[src/rtl/core/mpls_pkg.sv]
// ----------------------------------------------------------------------------
// mpls_pkg: shared types and constants of the piecewise-linear shaper
// Field widths, fixed-point formats, register indexes, sequencer states.
// ----------------------------------------------------------------------------
package mpls_pkg;

	localparam int SAMPLE_WIDTH     = 16;
	localparam int FRAC_BITS        = SAMPLE_WIDTH - 1;
	localparam int MAX_VERTICES_DEF = 8;

	localparam int THR_W      = 15;
	localparam int CNT_W      = 4;
	localparam int IDX_W      = 3;
	localparam int CFG_IDX_W  = 3;
	localparam int CFG_DATA_W = 15;

	// datapath widths
	localparam int M_W     = SAMPLE_WIDTH;          // blend, 0 .. 2^15
	localparam int X_W     = SAMPLE_WIDTH + 1;      // mirrored signal
	localparam int MUL_W   = 2 * SAMPLE_WIDTH + 2;  // (up - lo) * m
	localparam int VOUT_W  = 2 * SAMPLE_WIDTH + 1;  // vertex output, Q.30
	localparam int DIFF_W  = VOUT_W + 1;
	localparam int DX_W    = SAMPLE_WIDTH + 1;
	localparam int PROD_W  = DIFF_W + DX_W + 1;
	localparam int Y_W     = DIFF_W + 1;
	localparam int SCL_W   = Y_W + SAMPLE_WIDTH;

	typedef enum logic [CFG_IDX_W-1:0] {
		REG_UPPER  = 3'd0,
		REG_LOWER  = 3'd1,
		REG_MIRROR = 3'd2,
		REG_SCALE  = 3'd3,
		REG_COUNT  = 3'd4
	} cfg_reg_t;

	typedef enum logic [3:0] {
		S_IDLE, S_MSET, S_MWAIT, S_SEARCH, S_VA, S_VB, S_DIFF, S_MUL,
		S_IDIV, S_IWAIT, S_SCALE, S_OUT
	} seq_state_t;

	typedef struct packed {
		logic signed [SAMPLE_WIDTH-1:0] in_lvl;
		logic signed [SAMPLE_WIDTH-1:0] up;
		logic signed [SAMPLE_WIDTH-1:0] lo;
	} vertex_t;

	typedef struct packed {
		logic busy;
		logic done;
	} div_stat_t;

endpackage

[src/rtl/core/mpls_cell.sv]
// ----------------------------------------------------------------------------
// mpls_cell: one curve vertex
// Holds a vertex and tests whether the signal falls in the segment that
// starts here, using the input level handed over by the right neighbor.
// ----------------------------------------------------------------------------
module mpls_cell (
	input  logic                                  clk,
	input  logic                                  wr_en,
	input  mpls_pkg::vertex_t                     wr_data,
	input  logic signed [mpls_pkg::X_W-1:0]       x,
	input  logic signed [mpls_pkg::SAMPLE_WIDTH-1:0] next_in,
	input  logic                                  active,
	output mpls_pkg::vertex_t                     vtx,
	output logic                                  hit
);
	import mpls_pkg::*;

	vertex_t vtx_q;

	always_ff @(posedge clk) begin
		if (wr_en) begin
			vtx_q <= wr_data;
		end
	end

	assign vtx = vtx_q;
	// degenerate segments (equal input levels) never match
	assign hit = active && (vtx_q.in_lvl != next_in) &&
		(x >= X_W'(vtx_q.in_lvl)) && (x < X_W'(next_in));

endmodule

[config.mk]
export PLATFORM = sky130hd
export DESIGN_NAME = mpls_cell
export DESIGN_NICKNAME = d
export VERILOG_FILES = /design/src/rtl/core/mpls_pkg.sv /design/src/rtl/core/mpls_cell.sv
export SDC_FILE = /design/constraint.sdc
export NUM_CORES = 1
export LEC_CHECK = 0
export ABC_AREA = 1
export CAP_MARGIN = 25
export CORE_MARGIN = 2
export CORE_UTILIZATION = 35
export DETAILED_ROUTE_END_ITERATION = 8
export DONT_BUFFER_PORTS = 1
export GPL_TIMING_DRIVEN = 0
export PLACE_DENSITY_LB_ADDON = 0.05
export SLEW_MARGIN = 15
export SYNTH_ARGS = -nofsm -noshare
export SYNTH_HDL_FRONTEND = slang
export SYNTH_SLANG_ARGS = --single-unit
[constraint.sdc]
create_clock -name clk -period 2.79 [get_ports clk]
set_input_delay 0.279 -clock clk [delete_from_list [all_inputs] [get_ports clk]]
set_output_delay 0.279 -clock clk [all_outputs]
set_load 0.03 [all_outputs]
==> flow_summary.toml <==
[drt]
vias = 1655
vias_per_cell = 4.485
ant_nets = 0
routedWlPerCell_um = 13.66
routed_wirelength_um = 5041
drtIter0Drc = 54
first_pass_iters = 4
drc = 0

[power]
vdd_drop_max_mv = 0.2503
p_int_mw = 1.117
swShare = 0.3121
p_seq_frac = 0.618
clkPwrFrac = 0.270
comb_power_share = 0.111
cellLeakagePower_nw = 1.297
p_sw_mw = 0.5069
power_density_nw_per_um2 = 575.4

[global_route]
antenna_found_initial = 0
grt_max_degree = 49
grt_pass1_vias = 1669
globalRouteOverflowTotal = 0
grt_pass1_wl_um = 7872
met3_usage = 0.06622
grt.total_usage = 0.1241
grtUsageMet1 = 0.1449
grt.busiest_layer = "met2"
met2_usage = 0.1955

[cts]
clkSlewWorstSetupHoldPaths_ns = 0.10
cts_tree = "built"
cts_hold_buf = 0
htreeDepth = 2
cts.sinks = 48
cts_buffers = 5
clock-root-buffer = "clkbuf_8"
clk_path_buf_depth = 2

[synth]
synthArstFlopShare = 0
netlist.area_leader.share = 0.5541
synth_cell_types = 13
ys_ff_latch = 48
syn_nets = 379
yosys.area.top_type = "edfxtp_1"
yosysWarnings = 0
synth_area_sq_um = 2601
avgSynthCellArea_sq_um = 9.928
syn-instance-count = 262
synthFlopType = "edfxtp_1"
yosys-top-cells-count = "nand2_1 (81), edfxtp_1 (48), inv_1 (44)"
synth_edf_count = 48
yosysSeqAreaShare = 0.5541
yosysMostFrequentCell = "nand2_1"
synth_area_leaders = "edfxtp_1 (55%), ha_1 (16%), nand2_1 (12%)"

[worst_setup_path]
cp_max_fo = 3
startpoint_type = "flop"
criticalPathCategory = "reg -> out"
required_ns = 2.51
setup.worst_path.end_class = "output port"
cp_data_arrival_time_ns = 2.27

[floorplanning]
dieArea_sq_um = 8138
initial_core_util = 0.3606
rows = 31
core_area_sq_um = 7214
ios = 133
dieHeight_um = 90.21
die_x_um = 90.21

[timing]
setup_viol = 0
final_max_slew_viol_count = 0
final.period_utilization = 0.9137
rsz0062_at_grt = "no"
final-hold-violation-count = 0
slew-limit-headroom = 0.7503
tightest_slew_ns = 0.3746
tns_ns = 0
clock.fmax_mhz = 392.3
period_needed_ns = 2.549

[run]
maxCapViolCount = 0

[outcome]
status = "complete, no violations"

[final_layout]
final_area_sq_um = 2823
largest_reg_flops = 48
final_nets = 386
syn2layout_area_growth_pct = 8.514
drive_above_1_share = 0.03704
antenna_cells = 0

[worst_hold_path]
hold_class = "in -> reg"

[placement]
placed_cell_area_sq_um = 2725
dp_hpwl_um = 4043
numPortBuffers = 0
gp_congestion = 0.7146
power by group through the flow:
stage,clock network [mW],logic [mW],registers (mW)
after floorplan,0,0.146,1.01
after global placement,0,0.181,1.02
after detailed placement,0,0.180,1.02
after CTS,0.465,0.183,1.01
after global routing,0.491,0.218,1.01
final,0.439,0.181,1.00
repair_timing:
item                                    4_1_cts  5_1_grt
hold endpoints to repair                      0        0
endpoints found under the setup margin        1        1
gates resized for setup                       1        1
setup buffers                                 0        0
pin swaps                                     0        0
worst max-delay path, cell delays in order, from the launching register on:
cell and delay (ns):
edfxtp_1 0.57, inv_1 0.11, ha_1 0.31, nand2_1 0.07, nor2_1 0.22, nand3b_1 0.12, nand3_1 0.11, nand2_1 0.07
nand3_1 0.07, nand3_1 0.12, nor2_4 0.21
cell type report:
cell class | instances | area, sq um
Fill cell | 738 | 4392
Sequential cell | 48 | 1441
Multi-Input combinational cell | 170 | 1002
Inverter | 44 | 165.2
Tap cell | 99 | 123.9
Clock buffer | 5 | 68.82
Clock inverter | 3 | 21.27
cells by family (layout without fill, tap and decap cells):
kind of cell	Yosys count	in the layout	synth area share
buf+inv	44	52	0.06349
flops	48	48	0.5541
simple gates	123	123	0.1934
compound gates	14	14	0.03030
fa+ha+maj	33	33	0.1587
cells in the final DEF (no fill, tap or decap), types with 3 or more instances in the layout:
master    count
nand2_1      81
edfxtp_1     48
inv_1        44
ha_1         33
nor2_1       23
a21oi_1      10
nand4_1       8
nand3_1       6
clkbuf_8      5
nand3b_1      3
final timing paths:
| check | cells past startpoint | endpoint | startpoint | slack, ns |
|---|---|---|---|---|
| setup / recovery | 10 | hit | vtx[40] | 0.24 |
| hold / removal | 0 | vtx[33] | wr_data[33] | 0.06 |
stage by stage:
stage / total power, mW / util / cells / setup slack, ns / hold WS [ns]
floorplan: 1.158 / - / 262 / 0.6364 / 0.3779
global placement: 1.204 / 0.3777 / 361 / 0.3779 / 0.3779
detailed placement: 1.201 / 0.3777 / 361 / 0.3508 / 0.3779
CTS: 1.655 / 0.3906 / 369 / 0.1328 / 0.03964
global route: 1.722 / 0.3913 / 369 / 0.04265 / 0.03212
finish: 1.624 / 0.3913 / 369 / 0.2409 / 0.05985
per-layer routing:
metal	vias up	part of all wire
met5	-	0
met4	0	0.010
met3	4	0.11
met2	81	0.47
met1	693	0.41
li1	877	-
Note: power is estimated with default switching activity, not from simulation.
