==> src/rtl/core/mpls_pkg.sv <==
// ----------------------------------------------------------------------------
// mpls_pkg: shared types and constants of the piecewise-linear shaper
// Field widths, fixed-point formats, register indexes, sequencer states.
// ----------------------------------------------------------------------------
package mpls_pkg;

	localparam int SAMPLE_WIDTH     = 16;
	localparam int FRAC_BITS        = SAMPLE_WIDTH - 1;
	localparam int MAX_VERTICES_DEF = 8;

	localparam int THR_W      = 15;
	localparam int CNT_W      = 4;
	localparam int IDX_W      = 3;
	localparam int CFG_IDX_W  = 3;
	localparam int CFG_DATA_W = 15;

	// datapath widths
	localparam int M_W     = SAMPLE_WIDTH;          // blend, 0 .. 2^15
	localparam int X_W     = SAMPLE_WIDTH + 1;      // mirrored signal
	localparam int MUL_W   = 2 * SAMPLE_WIDTH + 2;  // (up - lo) * m
	localparam int VOUT_W  = 2 * SAMPLE_WIDTH + 1;  // vertex output, Q.30
	localparam int DIFF_W  = VOUT_W + 1;
	localparam int DX_W    = SAMPLE_WIDTH + 1;
	localparam int PROD_W  = DIFF_W + DX_W + 1;
	localparam int Y_W     = DIFF_W + 1;
	localparam int SCL_W   = Y_W + SAMPLE_WIDTH;

	typedef enum logic [CFG_IDX_W-1:0] {
		REG_UPPER  = 3'd0,
		REG_LOWER  = 3'd1,
		REG_MIRROR = 3'd2,
		REG_SCALE  = 3'd3,
		REG_COUNT  = 3'd4
	} cfg_reg_t;

	typedef enum logic [3:0] {
		S_IDLE, S_MSET, S_MWAIT, S_SEARCH, S_VA, S_VB, S_DIFF, S_MUL,
		S_IDIV, S_IWAIT, S_SCALE, S_OUT
	} seq_state_t;

	typedef struct packed {
		logic signed [SAMPLE_WIDTH-1:0] in_lvl;
		logic signed [SAMPLE_WIDTH-1:0] up;
		logic signed [SAMPLE_WIDTH-1:0] lo;
	} vertex_t;

	typedef struct packed {
		logic busy;
		logic done;
	} div_stat_t;

endpackage

==> src/rtl/core/mpls_div.sv <==
// ----------------------------------------------------------------------------
// mpls_div: bit-serial unsigned divider
// Restoring division, one quotient bit per cycle, quotient held after done.
// ----------------------------------------------------------------------------
module mpls_div #(
	parameter int NUM_W = 52,
	parameter int DEN_W = 17
) (
	input  logic                  clk,
	input  logic                  arst_n,
	input  logic                  start,
	input  logic [NUM_W-1:0]      dividend,
	input  logic [DEN_W-1:0]      divisor,
	output mpls_pkg::div_stat_t   stat,
	output logic [NUM_W-1:0]      quotient
);
	import mpls_pkg::*;

	localparam int STEP_W = $clog2(NUM_W + 1);

	logic [NUM_W-1:0]  quo_q;
	logic [DEN_W-1:0]  rem_q;
	logic [DEN_W-1:0]  den_q;
	logic [STEP_W-1:0] cnt_q;
	logic              busy_q;
	logic              done_q;
	logic [DEN_W:0]    rem_sh;
	logic [DEN_W:0]    rem_sub;
	logic              ge;

	assign rem_sh  = {rem_q, quo_q[NUM_W-1]};
	assign rem_sub = rem_sh - {1'b0, den_q};
	assign ge      = (rem_sh >= {1'b0, den_q});

	always_ff @(posedge clk or negedge arst_n) begin
		if (!arst_n) begin
			busy_q <= 1'b0;
			done_q <= 1'b0;
			cnt_q  <= '0;
		end else begin
			done_q <= 1'b0;
			if (start) begin
				busy_q <= 1'b1;
				cnt_q  <= STEP_W'(NUM_W);
			end else if (busy_q) begin
				cnt_q <= cnt_q - STEP_W'(1);
				if (cnt_q == STEP_W'(1)) begin
					busy_q <= 1'b0;
					done_q <= 1'b1;
				end
			end
		end
	end

	always_ff @(posedge clk) begin
		if (start) begin
			quo_q <= dividend;
			rem_q <= '0;
			den_q <= divisor;
		end else if (busy_q) begin
			quo_q <= {quo_q[NUM_W-2:0], ge};
			rem_q <= ge ? rem_sub[DEN_W-1:0] : rem_sh[DEN_W-1:0];
		end
	end

	assign stat.busy = busy_q;
	assign stat.done = done_q;
	assign quotient  = quo_q;

endmodule

==> config.mk <==
export PLATFORM = sky130hd
export DESIGN_NAME = mpls_div
export DESIGN_NICKNAME = d
export VERILOG_FILES = /design/src/rtl/core/mpls_pkg.sv /design/src/rtl/core/mpls_div.sv
export SDC_FILE = /design/constraint.sdc
export NUM_CORES = 1
export LEC_CHECK = 0
export ABC_AREA = 1
export BUFFER_PORTS_ARGS = -buffer_cell sky130_fd_sc_hd__buf_2
export CORE_AREA = 8 8 112 114
export DETAILED_ROUTE_END_ITERATION = 10
export DIE_AREA = 0 0 120 122
export PLACE_DENSITY = 0.76
export SLEW_MARGIN = 20
export SYNTH_ARGS = -nofsm -noshare
export SYNTH_HDL_FRONTEND = slang
export SYNTH_SLANG_ARGS = --single-unit
export TNS_END_PERCENT = 10
==> constraint.sdc <==
create_clock -name clk -period 2 [get_ports clk]
set_input_delay 0.2 -clock clk [delete_from_list [all_inputs] [get_ports clk]]
set_output_delay 0.2 -clock clk [all_outputs]
set_load 0.005 [all_outputs]
==> impl_metrics.env <==
export IMPL_worstHoldStart="dividend[6]"
export IMPL_min_path_type="input pin to flip-flop"
export IMPL_worst_slew_pin_slew_ns=0.621
export IMPL_die_h_um=122
export IMPL_dieWidth_um=120
export IMPL_vias=4577
export IMPL_finalCritPeriodShare_pct=98.7
export IMPL_reg2reg_slack_ns=0.03
export IMPL_antenna_found_initial=0
export IMPL_coreArea_um2=10700
export IMPL_synthDistinctLibCells=31
export IMPL_grt_pass1_vias=4655
export IMPL_ys_seq_area_share_pct=51.0
export IMPL_yosys_area_top_type="edfxtp_1"
export IMPL_maxSlewViolCount=0
export IMPL_hold_viol_final=0
export IMPL_gp_congestion=0.939
export IMPL_fin_skew_ns=0.0135
export IMPL_dr_pass1_iters=4
export IMPL_cts_max_path_buffers=2
export IMPL_start_util_pct=47.9
export IMPL_slowest_stage="edfxtp_1"
export IMPL_setup_violations=0
export IMPL_slew_headroom_pct=58.6
export IMPL_cts_root_buf="clkbuf_8"
export IMPL_avgSynthCellArea_um2=8.00
export IMPL_overflow=0
export IMPL_placed_area_um2=5990
export IMPL_critical_path_max_fanout=6
export IMPL_rows=38
export IMPL_clock_sink_count=94
export IMPL_layout_setup_ws_ns=0.0255
export IMPL_antenna_cells=0
export IMPL_fmax_mhz=506
export IMPL_nFillCells=910
export IMPL_rsz0062_at_grt="yes"
export IMPL_worstPathCellList="inv_2 > ha_4 > inv_4 > fa_2 > nand3_2 > nand3_2 > nand2_4 > buf_12 > nand3_1 > nand2_1 > inv_1 > nand2_1 > nand2_1"
export IMPL_cap_violations=0
export IMPL_tns_ns=0
export IMPL_p_leak_nw=3.49
export IMPL_wirelength_mm=13.9
export IMPL_multi_input_area_um2=2260
export IMPL_seq_area_um2=2610
export IMPL_rr_startpoint="quotient[51]$_DFFE_PP_"
export IMPL_critPathArrivalTime_ns=2.28
export IMPL_ioPinCount=126
export IMPL_slowest_delay_ns=0.42
export IMPL_numCtsBuffers=9
export IMPL_port_buffers=125
export IMPL_insertion_delay_ns=0.39
export IMPL_crit_start="quotient[51]$_DFFE_PP_"
export IMPL_syn_inst=640
export IMPL_die_area_um2=14600
export IMPL_drive_gt1_share_pct=27.0
export IMPL_yosys_register_bits=94
export IMPL_critPathCaptureType="flip-flop"
export IMPL_tritoncts="built"
export IMPL_area_delta_synth_final_pct=30.2
export IMPL_max_vdd_ir_drop_mv=0.572
export IMPL_dp_hpwl_mm=9.79
export IMPL_ys_async_sr_fraction_pct=8.51
export IMPL_crit_top_cell="nand2_1"
export IMPL_period_minus_slack_ns=1.97
export IMPL_crit_type="flip-flop to flip-flop"
export IMPL_start_kind="flip-flop"
export IMPL_viasPerCell=4.86
export IMPL_stdcell_area_um2=6670
export IMPL_critPathBufInv=4
export IMPL_cts_clk_slew_worst_paths_ns=0.10
export IMPL_place_ws_ns=-0.0777
export IMPL_drcViolationCount=0
export IMPL_ys_warn_count=0
export IMPL_grt_pass1_wl_mm=21.9
export IMPL_worstPathRequired_ns=2.30
export IMPL_ys_flop_type="edfxtp_1"
export IMPL_status="finished, final reports clean"
export IMPL_ys_top_cells_by_area="edfxtp_1 (40%), nand2_1 (21%), dfxtp_1 (6.6%), inv_1 (6.3%), ha_1 (4.6%)"
export IMPL_synth_top_area_share_pct=40.5
export IMPL_cpLargestDelayFamily="simple AND/OR/NAND/NOR gates"
export IMPL_gr_usage_all_layers_pct=18.8
export IMPL_drt_initial_drc_count=203
export IMPL_holdWs_ns=0.0692
export IMPL_syn_nets=732
export IMPL_drt_wirelength_per_cell_um=14.8
export IMPL_h_tree_depth=3
export IMPL_synthesis_area_um2=5120
export IMPL_postRouteAntennaNets=0
export IMPL_power_per_cell_area_nw_per_um2=1020
export IMPL_final_nets=888
export IMPL_synth_edf_count=69
export IMPL_grt_max_degree=57
==> synth_stat cells, drive strengths merged, types with 8 or more instances <==
master,number
nand2,298
edfxtp,69
inv,86
buf,13
a21oi,14
nor2,24
dfxtp,17
ha,19
clkbuf,8
nand3,45
dfrtp,8
o21ai,11
==> timing repair <==
item	4_1_cts	5_1_grt
hold buffers	18	0
pin swaps	0	19
hold endpoints to repair	25	0
buffers inserted	0	3
cloned	0	1
endpoints found under the setup margin	18	18
gates resized for setup	6	46
==> where the power goes <==
group | internal, mW | leakage, nW | switching, mW
clock network | 0.723 | 0.109 | 0.754
registers | 2.38 | 0.968 | 0.190
logic | 1.19 | 2.42 | 1.56
total | 4.29 | 3.49 | 2.50
==> cells by family after synthesis <==
logic type / count (synthesis) / synth area share, %
adder cells (fa/ha/maj): 20 / 5.03
AO/OA/AOI/OAI: 29 / 2.98
flip-flops: 94 / 51.0
buffers and inverters: 107 / 8.87
AND/OR/NAND/NOR: 383 / 30.9
XOR/XNOR: 7 / 1.20
==> worst register-to-register path, cell delays in order (launching register included) <==
cell	delay, ns
edfxtp_1	0.42
inv_2	0.10
ha_4	0.16
inv_4	0.04
fa_2	0.39
nand3_2	0.11
nand3_2	0.09
nand2_4	0.17
buf_12	0.15
nand3_1	0.08
nand2_1	0.06
inv_1	0.04
nand2_1	0.05
nand2_1	0.04
==> flip-flops by register name (all words and copies together) (netlist names) <==
signal    count
busy_q        1
cnt_q         6
den_q        17
done_q        1
quotient     52
rem_q        17
==> cells in the final DEF (no fill, tap or decap), types with 8 or more instances in the layout <==
cell type	Yosys	routed
nand2_1	290	277
dlygate4sd3_1	0	18
nand2_2	8	17
dfxtp_1	17	17
buf_2	0	125
nand3_2	2	9
buf_4	3	16
clkbuf_8	0	9
a21oi_1	14	14
ha_1	19	11
inv_1	86	80
o21ai_0	9	8
nor2_1	19	19
dfrtp_1	8	8
edfxtp_1	69	69
nand3_1	43	35
==> final cells by class <==
type / count / share of cell area, %
Clock inverter: 7 / 1.59
Tap cell: 140 / 2.63
Timing Repair Buffer: 166 / 16.0
Inverter: 86 / 4.93
Multi-Input combinational cell: 439 / 33.8
Clock buffer: 9 / 1.86
Sequential cell: 94 / 39.2
==> final timing paths <==
path | depth (start not counted) | endpoint
min | 3 | quotient[6]$_DFFE_PP_
max reg2reg | 13 | rem_q[15]$_SDFFE_PP0P_
max | 13 | rem_q[15]$_SDFFE_PP0P_
max in group asynchronous | 2 | cnt_q[5]$_DFFE_PN0P_
min in group asynchronous | 2 | cnt_q[3]$_DFFE_PN0P_
min reg2reg | 2 | rem_q[16]$_SDFFE_PP0P_
==> per-layer routing <==
metal / vias up / routed length, µm / track usage, %
li1: 2323 / - / -
met1: 2072 / 5690 / 20.8
met2: 171 / 6850 / 32.8
met3: 11 / 1210 / 7.22
met4: 0 / 177 / 6.32
met5: - / 0 / 0
==> through the flow <==
step                      total power [mW]  util (%)  cells
final                                 6.79      62.3    941
after global routing                  7.25      62.3    941
after CTS                             6.46      60.0    937
after detailed placement              4.91      56.0    903
after global placement                4.85      56.0    903
after floorplan                       4.23         -    640
(Power assumes the default switching activity.)
